## config.mk

```make
export PLATFORM = sky130hd
export DESIGN_NAME = halton_point_generator
export DESIGN_NICKNAME = d
export VERILOG_FILES = /design/src/rtl/hpg_pkg.sv /design/src/rtl/halton_point_generator.sv
export SDC_FILE = /design/constraint.sdc
export NUM_CORES = 2
export LEC_CHECK = 0
export BUFFER_PORTS_ARGS = -buffer_cell sky130_fd_sc_hd__buf_4
export CORE_ASPECT_RATIO = 0.5
export CORE_MARGIN = 2
export CORE_UTILIZATION = 55
export CTS_CLUSTER_DIAMETER = 50
export DETAILED_ROUTE_END_ITERATION = 6
export PLACE_DENSITY = 0.71
export SYNTH_ARGS = -nofsm -noshare
export SYNTH_HDL_FRONTEND = slang
export SYNTH_SLANG_ARGS = --single-unit
export TNS_END_PERCENT = 1
```

## constraint.sdc

```tcl
create_clock -name clk_i -period 12.4 [get_ports clk_i]
set_input_delay 1.24 -clock clk_i [delete_from_list [all_inputs] [get_ports clk_i]]
set_output_delay 1.24 -clock clk_i [all_outputs]
set_load 0.02 [all_outputs]
```

## src/rtl/hpg_pkg.sv

```systemverilog
// constants, register codes and lane helpers for the halton point generator
`timescale 1ns / 1ps

package hpg_pkg;

  // index and base setup
  localparam int unsigned INDEX_BITS = 20;
  localparam int unsigned NUM_AXES   = 3;
  localparam int unsigned BASE_X     = 2;
  localparam int unsigned BASE_Y     = 3;
  localparam int unsigned BASE_Z     = 5;
  localparam int unsigned BASE_XY    = (BASE_X > BASE_Y) ? BASE_X : BASE_Y;
  localparam int unsigned BASE_MAX   = (BASE_XY > BASE_Z) ? BASE_XY : BASE_Z;

  // datapath widths
  localparam int unsigned P_W     = INDEX_BITS + 1;            // sequence position
  localparam int unsigned DEN_W   = P_W + $clog2(BASE_MAX);    // base power and reversed digits
  localparam int unsigned FRAC_W  = 32;                        // q0.32 fraction
  localparam int unsigned COORD_W = 32;                        // q16.16 coordinate
  localparam int unsigned ACC_W   = COORD_W + FRAC_W;          // span times fraction

  // sequencing
  localparam int unsigned DIGIT_CYCLES = INDEX_BITS + 2;
  localparam int unsigned DIV_CYCLES   = FRAC_W + 1;
  localparam int unsigned CNT_W        = $clog2(DIV_CYCLES);

  // configuration port
  localparam int unsigned CFG_IDX_W = 3;
  localparam logic [COORD_W-1:0] LOWER_RESET = 32'sh0000_0000;
  localparam logic [COORD_W-1:0] UPPER_RESET = 32'sh0001_0000;

  typedef enum logic [CFG_IDX_W-1:0] {
    REG_LOWER_X = 3'd0,
    REG_UPPER_X = 3'd1,
    REG_LOWER_Y = 3'd2,
    REG_UPPER_Y = 3'd3,
    REG_LOWER_Z = 3'd4,
    REG_UPPER_Z = 3'd5
  } cfg_reg_e;

  // base of each axis lane
  function automatic int unsigned axis_base(int unsigned axis);
    int unsigned b;
    case (axis)
      0:       b = BASE_X;
      1:       b = BASE_Y;
      default: b = BASE_Z;
    endcase
    return b;
  endfunction

endpackage

```

## src/rtl/halton_point_generator.sv

```systemverilog
// 3-d halton point generator: digit-serial radical inverse and bit-serial scaling
`timescale 1ns / 1ps

//  channel  | ports                                   | dir | notes
//  ---------+-----------------------------------------+-----+----------------------------
//  command  | start, busy, sample_index_i             | in  | word taken on start && !busy
//  result   | done_o, coord_x_o, coord_y_o, coord_z_o | out | one-cycle strobe, no stall
//  config   | cfg_we_i, cfg_idx_i, cfg_data_i         | in  | write while idle only
//
// An accepted word runs through the digit steps (one base digit per cycle in each lane),
// then the steps of the bit-serial divide fused with the shift-add multiply, and one
// final add whose registered sum is the shown result.
// All three axes run side by side; the next word may be started on the edge
// that takes the result. Reset clears the bounds to the unit interval and idles.
// The receiver cannot stall; the result is shown for exactly one cycle.

module halton_point_generator (
  input  logic                                  clk_i,
  input  logic                                  rst_ni,
  input  logic                                  start,
  output logic                                  busy,
  input  logic [hpg_pkg::INDEX_BITS-1:0]        sample_index_i,
  output logic                                  done_o,
  output logic [hpg_pkg::COORD_W-1:0]           coord_x_o,
  output logic [hpg_pkg::COORD_W-1:0]           coord_y_o,
  output logic [hpg_pkg::COORD_W-1:0]           coord_z_o,
  input  logic                                  cfg_we_i,
  input  logic [hpg_pkg::CFG_IDX_W-1:0]         cfg_idx_i,
  input  logic [hpg_pkg::COORD_W-1:0]           cfg_data_i
);

  typedef enum logic [1:0] {
    ST_IDLE,
    ST_DIGIT,
    ST_DIV,
    ST_FIN
  } state_e;

  state_e                        state_q;
  logic [hpg_pkg::CNT_W-1:0]     cnt_q;
  logic                          dv_q;
  logic                          done_q;
  logic                          accept;

  // interval bounds per axis
  logic [hpg_pkg::COORD_W-1:0]   cfg_lo_q [hpg_pkg::NUM_AXES];
  logic [hpg_pkg::COORD_W-1:0]   cfg_hi_q [hpg_pkg::NUM_AXES];

  // lane datapath registers
  logic [hpg_pkg::P_W-1:0]       p_q     [hpg_pkg::NUM_AXES];
  logic [hpg_pkg::P_W-1:0]       pprev_q [hpg_pkg::NUM_AXES];
  logic [hpg_pkg::DEN_W-1:0]     rev_q   [hpg_pkg::NUM_AXES];
  logic [hpg_pkg::DEN_W-1:0]     den_q   [hpg_pkg::NUM_AXES];
  logic [hpg_pkg::DEN_W-1:0]     rem_q   [hpg_pkg::NUM_AXES];
  logic [hpg_pkg::COORD_W:0]     diff_q  [hpg_pkg::NUM_AXES];
  logic [hpg_pkg::COORD_W-1:0]   mag_q   [hpg_pkg::NUM_AXES];
  logic                          neg_q   [hpg_pkg::NUM_AXES];
  logic                          qb_q    [hpg_pkg::NUM_AXES];
  logic [hpg_pkg::ACC_W-1:0]     acc_q   [hpg_pkg::NUM_AXES];
  logic [hpg_pkg::COORD_W-1:0]   coord_q [hpg_pkg::NUM_AXES];

  assign accept    = start && !busy;
  assign busy      = (state_q != ST_IDLE);
  assign done_o    = done_q;
  assign coord_x_o = coord_q[0];
  assign coord_y_o = coord_q[1];
  assign coord_z_o = coord_q[2];

  // configuration write decode
  always_ff @(posedge clk_i or negedge rst_ni) begin
    if (!rst_ni) begin
      for (int i = 0; i < hpg_pkg::NUM_AXES; i++) begin
        cfg_lo_q[i] <= hpg_pkg::LOWER_RESET;
        cfg_hi_q[i] <= hpg_pkg::UPPER_RESET;
      end
    end else if (cfg_we_i) begin
      unique case (cfg_idx_i)
        hpg_pkg::REG_LOWER_X: cfg_lo_q[0] <= cfg_data_i;
        hpg_pkg::REG_UPPER_X: cfg_hi_q[0] <= cfg_data_i;
        hpg_pkg::REG_LOWER_Y: cfg_lo_q[1] <= cfg_data_i;
        hpg_pkg::REG_UPPER_Y: cfg_hi_q[1] <= cfg_data_i;
        hpg_pkg::REG_LOWER_Z: cfg_lo_q[2] <= cfg_data_i;
        hpg_pkg::REG_UPPER_Z: cfg_hi_q[2] <= cfg_data_i;
        default: ;
      endcase
    end
  end

  // sequencer and result strobe
  always_ff @(posedge clk_i or negedge rst_ni) begin
    if (!rst_ni) begin
      state_q <= ST_IDLE;
      cnt_q   <= '0;
      dv_q    <= 1'b0;
      done_q  <= 1'b0;
    end else begin
      done_q <= 1'b0;
      unique case (state_q)
        ST_IDLE: begin
          if (start) begin
            state_q <= ST_DIGIT;
            cnt_q   <= '0;
            dv_q    <= 1'b0;
          end
        end
        ST_DIGIT: begin
          dv_q <= 1'b1;
          if (cnt_q == hpg_pkg::CNT_W'(hpg_pkg::DIGIT_CYCLES - 1)) begin
            state_q <= ST_DIV;
            cnt_q   <= '0;
          end else begin
            cnt_q <= cnt_q + 1'b1;
          end
        end
        ST_DIV: begin
          if (cnt_q == hpg_pkg::CNT_W'(hpg_pkg::DIV_CYCLES - 1)) begin
            state_q <= ST_FIN;
            cnt_q   <= '0;
          end else begin
            cnt_q <= cnt_q + 1'b1;
          end
        end
        ST_FIN: begin
          state_q <= ST_IDLE;
          done_q  <= 1'b1;
        end
        default: state_q <= ST_IDLE;
      endcase
    end
  end

  // one lane per axis
  for (genvar a = 0; a < hpg_pkg::NUM_AXES; a++) begin : g_lane
    localparam int unsigned Base  = hpg_pkg::axis_base(a);
    localparam int unsigned Shift = hpg_pkg::P_W + $clog2(Base);
    localparam int unsigned ProdW = Shift + hpg_pkg::P_W;
    localparam longint unsigned Recip = ((64'd1 << Shift) + Base - 1) / Base;

    logic [ProdW-1:0]              prod;
    logic [hpg_pkg::P_W-1:0]       quot;
    logic [hpg_pkg::P_W-1:0]       dig;
    logic [hpg_pkg::DEN_W-1:0]     rev_step;
    logic [hpg_pkg::DEN_W:0]       rem2;
    logic                          rem_ge;
    logic [hpg_pkg::COORD_W:0]     diff;
    logic [hpg_pkg::ACC_W-1:0]     acc_add;
    logic [hpg_pkg::COORD_W-1:0]   acc_hi;
    logic                          sticky;

    // quotient by reciprocal multiply, exact over the position range
    assign prod = ProdW'(p_q[a]) * ProdW'(Recip);
    assign quot = prod[Shift +: hpg_pkg::P_W];
    // p_q holds the quotient of pprev_q, so this is the next digit
    assign dig  = pprev_q[a] - hpg_pkg::P_W'(p_q[a] * hpg_pkg::P_W'(Base));
    // reversed digits with the next digit appended
    assign rev_step = hpg_pkg::DEN_W'(rev_q[a] * hpg_pkg::DEN_W'(Base))
                    + hpg_pkg::DEN_W'(dig);

    // restoring divide step on the reversed digits
    assign rem2   = {rem_q[a], 1'b0};
    assign rem_ge = (rem2 >= {1'b0, den_q[a]});

    assign diff    = {cfg_hi_q[a][hpg_pkg::COORD_W-1], cfg_hi_q[a]}
                   - {cfg_lo_q[a][hpg_pkg::COORD_W-1], cfg_lo_q[a]};
    assign acc_add = qb_q[a] ? hpg_pkg::ACC_W'(mag_q[a]) : '0;
    assign acc_hi  = acc_q[a][hpg_pkg::ACC_W-1 -: hpg_pkg::COORD_W];
    assign sticky  = |acc_q[a][hpg_pkg::FRAC_W-1:0];

    always_ff @(posedge clk_i) begin
      unique case (state_q)
        ST_IDLE: begin
          p_q[a]    <= hpg_pkg::P_W'(sample_index_i) + 1'b1;
          rev_q[a]  <= '0;
          den_q[a]  <= hpg_pkg::DEN_W'(1);
          diff_q[a] <= diff;
        end
        ST_DIGIT: begin
          pprev_q[a] <= p_q[a];
          p_q[a]     <= quot;
          // remainder follows the reversed digits, last digit included
          if (dv_q && (pprev_q[a] != '0)) begin
            rev_q[a] <= rev_step;
            rem_q[a] <= rev_step;
            den_q[a] <= hpg_pkg::DEN_W'(den_q[a] * hpg_pkg::DEN_W'(Base));
          end else begin
            rem_q[a] <= rev_q[a];
          end
          neg_q[a] <= diff_q[a][hpg_pkg::COORD_W];
          mag_q[a] <= diff_q[a][hpg_pkg::COORD_W] ?
                      hpg_pkg::COORD_W'(-diff_q[a]) : hpg_pkg::COORD_W'(diff_q[a]);
          qb_q[a]  <= 1'b0;
          acc_q[a] <= '0;
        end
        ST_DIV: begin
          // divide bit now, accumulate the previous bit msb first
          rem_q[a] <= rem_ge ? hpg_pkg::DEN_W'(rem2 - {1'b0, den_q[a]})
                             : hpg_pkg::DEN_W'(rem2);
          qb_q[a]  <= rem_ge;
          acc_q[a] <= {acc_q[a][hpg_pkg::ACC_W-2:0], 1'b0} + acc_add;
        end
        ST_FIN: begin
          // negative span rounds the offset towards minus infinity
          coord_q[a] <= neg_q[a] ?
                        cfg_lo_q[a] + ~acc_hi + hpg_pkg::COORD_W'(!sticky) :
                        cfg_lo_q[a] + acc_hi;
        end
        default: ;
      endcase
    end
  end

  // checks
  a_done_after_fin: assert property (@(posedge clk_i) disable iff (!rst_ni)
    done_o |-> $past(state_q == ST_FIN))
    else $error("result strobe without final step");

  a_done_single: assert property (@(posedge clk_i) disable iff (!rst_ni)
    done_o |=> !done_o)
    else $error("result strobe longer than one cycle");

  a_accept_starts: assert property (@(posedge clk_i) disable iff (!rst_ni)
    accept |=> (state_q == ST_DIGIT) && (cnt_q == '0) && !dv_q)
    else $error("accepted word did not start the digit stage");

  a_rem_below_den: assert property (@(posedge clk_i) disable iff (!rst_ni)
    (state_q == ST_DIV) |-> (rem_q[0] < den_q[0]))
    else $error("divide remainder not below base power");

endmodule
```

Word level (Yosys, flattened, before mapping)

Memory sizes are Yosys's and may differ from the RTL's.
Cells that the tools add are included.
Widths: inputs -> output; s select.

Register bits after elaboration: 202
Bits in writable memories: 831
Bits of input ports: 59
Output and inout bits: 98
Word-level logic and storage cells: 193
Memories: 11

Add/subtract/negate cells: 29
Multiply operators: 8
$lt $le $gt $ge: 3
Equal/unequal tests: 13
Muxes and demuxes: 69
Bitwise operators: 24
Reduce and logical (&&, ||, !) cells: 26

Memory list:

| memory          | words | bits a word | rd ports | clocked after Yosys merged registers in | wr ports | line                         | source |
|---|---|---|---|---|---|---|---|
| acc_q           | 3     | 64          | 3        | 0                                       | 3        | halton_point_generator.sv:59 | `logic [hpg_pkg::ACC_W-1:0] acc_q [hpg_pkg::NUM_AXES];` |
| diff_q          | 3     | 33          | 3        | 0                                       | 3        | halton_point_generator.sv:55 | `logic [hpg_pkg::COORD_W:0] diff_q [hpg_pkg::NUM_AXES];` |
| coord_q         | 3     | 32          | 3        | 0                                       | 3        | halton_point_generator.sv:60 | `logic [hpg_pkg::COORD_W-1:0] coord_q [hpg_pkg::NUM_AXES];` |
| mag_q           | 3     | 32          | 3        | 0                                       | 3        | halton_point_generator.sv:56 | `logic [hpg_pkg::COORD_W-1:0] mag_q [hpg_pkg::NUM_AXES];` |
| den_q           | 3     | 24          | 3        | 0                                       | 3        | halton_point_generator.sv:53 | `logic [hpg_pkg::DEN_W-1:0] den_q [hpg_pkg::NUM_AXES];` |
| rem_q           | 3     | 24          | 3        | 0                                       | 3        | halton_point_generator.sv:54 | `logic [hpg_pkg::DEN_W-1:0] rem_q [hpg_pkg::NUM_AXES];` |
| 5 more memories | n/a   | n/a         | n/a      | n/a                                     | n/a      | n/a                          |  |

Operators with widths:

| kind                   | number |
|---|---|
| $mux 24                | 15 |
| $mux 32                | 9 |
| $add 32x32->32         | 6 |
| $add 64x32->64         | 3 |
| $mux 64                | 3 |
| $sub 32x32->33         | 3 |
| $add 32x1->32          | 3 |
| $neg 32->32            | 3 |
| $not 32->32            | 3 |
| $reduce_or 32->1       | 3 |
| $ge 25x24->1           | 3 |
| $add 24x21->24         | 3 |
| $sub 24x24->24         | 3 |
| $mux 21                | 3 |
| $reduce_bool 21->1     | 3 |
| $sub 21x21->21         | 3 |
| $mul 24x2->24 const B  | 2 |
| $mul 24x3->24 const B  | 2 |
| $mul 21x22->43 const B | 1 |
| $mul 21x20->41 const B | 1 |
| $mux 1                 | 30 |
| $add 20x1->21 const B  | 1 |
| $mul 21x2->21 const B  | 1 |
| $mul 21x3->21 const B  | 1 |
| other kinds (23)       | 64 |

Depth between registers and ports, before layout

An unclocked memory read counts as a cell.

Depth in word-level cells: 8
Gate-level depth with buffers: 27
Mapped depth without buffers: 27

Worst setup path after synthesis

OpenSTA, ideal clock, no wires.

Kind: reg-to-reg
Start point: register state_q[0]
End point: register cnt_q[1] (netlist name)
Library setup time: 127 ps
Arrival time: 7638 ps
Path slack: 4635 ps
Stages on the path, launching flop included: 5
Buffers on the path: 0
Cell sequence: dfrtp_1 > inv_1 > ha_1 > mux2i_1 > a22o_1

Word-level cells in the longest chain between the ends: 3
Elaborated cells between the ends (all ways): 7
Those cells by class: 3 x eq/ne; 1 x mux; 3 x reduce/logical

Ends and longest elaborated chain:

| item                                                             | line                          | source |
|---|---|---|
| start: declaration                                               | halton_point_generator.sv:39  | `state_e state_q;` |
| start signal: assignment                                         | halton_point_generator.sv:92  | `state_q <= ST_IDLE;` |
| start signal: assignment                                         | halton_point_generator.sv:101 | `state_q <= ST_DIGIT;` |
| start signal: assignment                                         | halton_point_generator.sv:109 | `state_q <= ST_DIV;` |
| $eq 2x2->1 (tied with other cells)                               | halton_point_generator.sv:98  | `unique case (state_q)` |
| $reduce_bool 3->1 (no source line) or $ne 2x2->1 (tied branches) | n/a                           |  |
| $reduce_and 2->1 (no source line)                                | n/a                           |  |
| end signal: assignment                                           | halton_point_generator.sv:112 | `cnt_q <= cnt_q + 1'b1;` |
| end signal: assignment                                           | halton_point_generator.sv:120 | `cnt_q <= cnt_q + 1'b1;` |
| end: declaration                                                 | halton_point_generator.sv:40  | `logic [hpg_pkg::CNT_W-1:0] cnt_q;` |

Several ways; a longest one is shown, not always the timed one.
A chain may end at the register's enable or synchronous reset.

==> impl_metrics.py <==
metrics = {
    "run_status": {
        "status": "finished, final reports clean",
    },
    "yosys": {
        "synth-async-reset-ratio_pct": 19.65,
        "netlist_instances": 9164,
        "synth_area_per_cell_um2": 9.637,
        "syn_nets": 10670,
        "yosys_warnings": 0,
        "syn_area_um2": 88320,
        "synth-seq-area-share_pct": 33.79,
        "synth.ff_latch_count": 1028,
        "synth_cell_type_count": 96,
        "synth_edf_count": 824,
        "synthFlopType": "edfxtp_1",
    },
    "timing": {
        "slew_violations": 0,
        "slew_headroom_pct": 10.27,
        "fin_crit_ps": 7981,
        "period_share_pct": 64.36,
        "finalSetupViolations": 0,
        "tightestPinTransition_ps": 1312,
        "hold_viol": 0,
        "skew_ps": 44.57,
        "setup_tns_ps": 0,
        "rsz0062_at_grt": "no",
        "fmax_ghz": 0.1253,
    },
    "detailed_routing": {
        "vias_per_cell": 5.885,
        "routed_wl_um": 223900,
        "ant_nets": 0,
        "routedWlPerCell_um": 19.50,
        "vias": 67590,
        "firstDrtPassIters": 6,
        "drcViolationCount": 0,
        "drtIter0Drc": 5620,
    },
    "setup_path": {
        "crit_arrival_ps": 8440,
        "r2r_cells": 22,
        "crit_end": "p_q[2][16]",
        "cp_max_fo": 8,
        "cp_common_cell": "fa_1",
        "r2r_start": "p_q[2][12]",
        "worstSetupPathType": "reg -> reg",
        "crit_path_max_incr_delay_ps": 1150,
        "end_kind": "flip-flop",
        "crit_path_top_delay_cell": "a2111oi_0",
        "r2r_end": "p_q[2][16]",
        "cp.depth": 22,
        "startpoint": "p_q[2][12]",
        "worstPathRequired_ps": 12860,
        "cp-start-kind": "flip-flop",
        "crit_chain": "ha_1 > fa_1 > ha_1 > inv_1 > fa_1 > inv_1 > fa_1 > fa_1 > inv_1 > fa_1 > inv_1 > ha_1 > nand2_1 > a2111oi_0 > o21ai_1 > a2111oi_0 > o211ai_1 > and2_1 > a211o_1 > nor4_1 > o31ai_1 > a32o_1",
        "critPathTopFamily": "adder cells",
        "cp_num_buf_inv": 4,
        "reg2reg_setup_slack_ps": 4420,
    },
    "cells_and_area": {
        "final_common_cell": "inv_1",
        "ff_latch_area_um2": 29840,
        "most-common-layout-cells": "inv_1, ha_1, edfxtp_1, nor2_1, a21oi_1",
        "synthToLayoutAreaGrowth_pct": 8.384,
        "multi_input_area_um2": 53470,
        "drive_gt1_share_pct": 6.346,
        "final_nets": 10730,
        "fill_cells": 13470,
        "fin_area_um2": 95720,
    },
    "floorplanning": {
        "die_height_um": 287.4,
        "rows": 103,
        "core_area_um2": 158600,
        "io_pins": 157,
        "die_area_um2": 164000,
        "start_util_pct": 55.67,
        "die_w_um": 570.7,
    },
    "job": {
        "cap_violations": 0,
    },
    "cts": {
        "path_clk_slew_ps": 70,
        "cts_sinks": 1028,
        "cts_buffers": 113,
        "clockBufferDepth": 3,
        "cts_setup_buffers": 0,
        "cts_resized": 0,
        "cts_root_buf": "clkbuf_16",
        "cts_tree": "built",
        "cts_hold_buf": 0,
        "clock_latency_ps": 740,
        "htreeDepth": 3,
    },
    "min_path": {
        "worst_hold_path_type": "in -> async",
    },
    "place": {
        "io_buffers": 156,
        "gp_congestion": 0.9390,
        "post_dp_cell_area_um2": 91700,
        "place.detailed.hpwl_um": 171700,
    },
    "global_route": {
        "track_usage_pct": 27.30,
        "grt_pass1_vias": 65330,
        "antenna_found_initial": 5,
        "grt_max_degree": 181,
        "grt_pass1_wl_um": 358400,
        "grt.overflow.total": 0,
    },
}
==> metrics by stage <==
stage	hold slack [ps]	utilization, %	setup WS (ps)	instances
after floorplan	426.4	-	4635	9164
after global placement	429.6	57.80	4590	11270
after detailed placement	433.8	57.80	4475	11270
after CTS	447.9	60.33	4425	11480
after global routing	463.4	60.34	4041	11480
final	439.8	60.34	4419	11490
==> state kept, by name (all words and copies together) (netlist names) <==
| signal | flops |
|---|---|
| acc_q | 192 |
| diff_q | 99 |
| cfg_hi_q | 96 |
| cfg_lo_q | 96 |
| coord_q | 96 |
| mag_q | 96 |
| rem_q | 72 |
| rev_q | 72 |
| den_q | 69 |
| p_q | 62 |
| pprev_q | 62 |
| cnt_q | 6 |
| neg_q | 3 |
| qb_q | 3 |
| state_q | 2 |
| done_o | 1 |
| dv_q | 1 |
==> worst register-to-register path, stage by stage (launching register included) <==
cell       delay [ps]
edfxtp_1          570
ha_1              440
fa_1              510
ha_1              320
inv_1              60
fa_1              500
inv_1              50
fa_1              460
fa_1              550
inv_1              60
fa_1              510
inv_1              50
ha_1              290
nand2_1           100
a2111oi_0         360
o21ai_1           270
a2111oi_0        1150
o211ai_1          220
and2_1            270
a211o_1           320
nor4_1            330
o31ai_1           110
a32o_1            260
==> logic make-up (layout without fill, tap and decap cells) <==
| logic type | count (synthesis) | in the layout | synth area share (%) |
|---|---|---|---|
| buf+inv | 1354 | 1519 | 5.766 |
| fa+ha+maj | 1443 | 1443 | 23.52 |
| other cells | 0 | 4 | 0 |
| simple gates | 2356 | 2356 | 12.93 |
| flops | 1028 | 1028 | 33.79 |
| mux | 160 | 160 | 1.952 |
| xor+xnor | 595 | 595 | 5.901 |
| compound gates | 2228 | 2228 | 16.14 |
==> Yosys cell counts, types with 50 or more instances <==
cell | count | area, um^2
inv_1 | 1090 | 4091
ha_1 | 1081 | 13530
edfxtp_1 | 824 | 24740
nor2_1 | 657 | 2466
a21oi_1 | 640 | 3203
nand2_1 | 588 | 2207
xnor2_1 | 426 | 3731
o21ai_0 | 418 | 2092
fa_1 | 362 | 7247
a21o_1 | 268 | 2012
clkbuf_1 | 235 | 882.1
dfrtp_1 | 199 | 4980
nor3_1 | 172 | 860.8
xor2_1 | 169 | 1480
nand3_1 | 161 | 805.8
and2_1 | 139 | 869.6
a211oi_1 | 102 | 765.7
mux2_2 | 98 | 1104
o21ai_1 | 98 | 490.5
nand2b_1 | 92 | 575.6
nor2b_1 | 91 | 569.3
or3_1 | 91 | 569.3
o31ai_1 | 89 | 668.1
o21bai_1 | 87 | 653.1
nor4_1 | 79 | 494.2
and3_1 | 73 | 456.7
nand4_1 | 71 | 444.2
o21a_1 | 66 | 495.5
o211ai_1 | 63 | 473.0
mux2i_1 | 62 | 620.6
a31oi_1 | 54 | 337.8
o41ai_1 | 50 | 437.9
==> how the worst min path moves through the flow <==
stage | from | endpoint | slack [ps] | cells after the start
final | rst_ni | dv_q | 440 | 1
after global routing | p_q[0][6] | pprev_q[0][6] | 460 | 0
after CTS | p_q[0][6] | pprev_q[0][6] | 450 | 0
after detailed placement | p_q[0][3] | pprev_q[0][3] | 430 | 0
after global placement | p_q[0][3] | pprev_q[0][3] | 430 | 0
after floorplan | diff_q[0][33] | mag_q[0][32] | 430 | 0
==> layout make-up <==
type	instances	area share [%]
multi-input cells	6782	55.86
flip-flops and latches	1028	31.18
inverters	1098	4.311
clock buffers	144	3.312
well taps	2152	2.813
repair buffers	205	1.642
clock inverters	72	0.8771
diodes	4	0.01046
==> routing by layer <==
layer / up-vias / global-route usage (%) / routed length, um
met3: 299 / 3.126 / 12980
met1: 32670 / 39.33 / 103800
li1: 32730 / - / -
met2: 1894 / 43.90 / 101500
met5: - / 0 / 0
met4: 0 / 6.850 / 5557
Power is not shown: default switching activity piles up to over one toggle a cycle in this logic, so the estimate is an artifact.
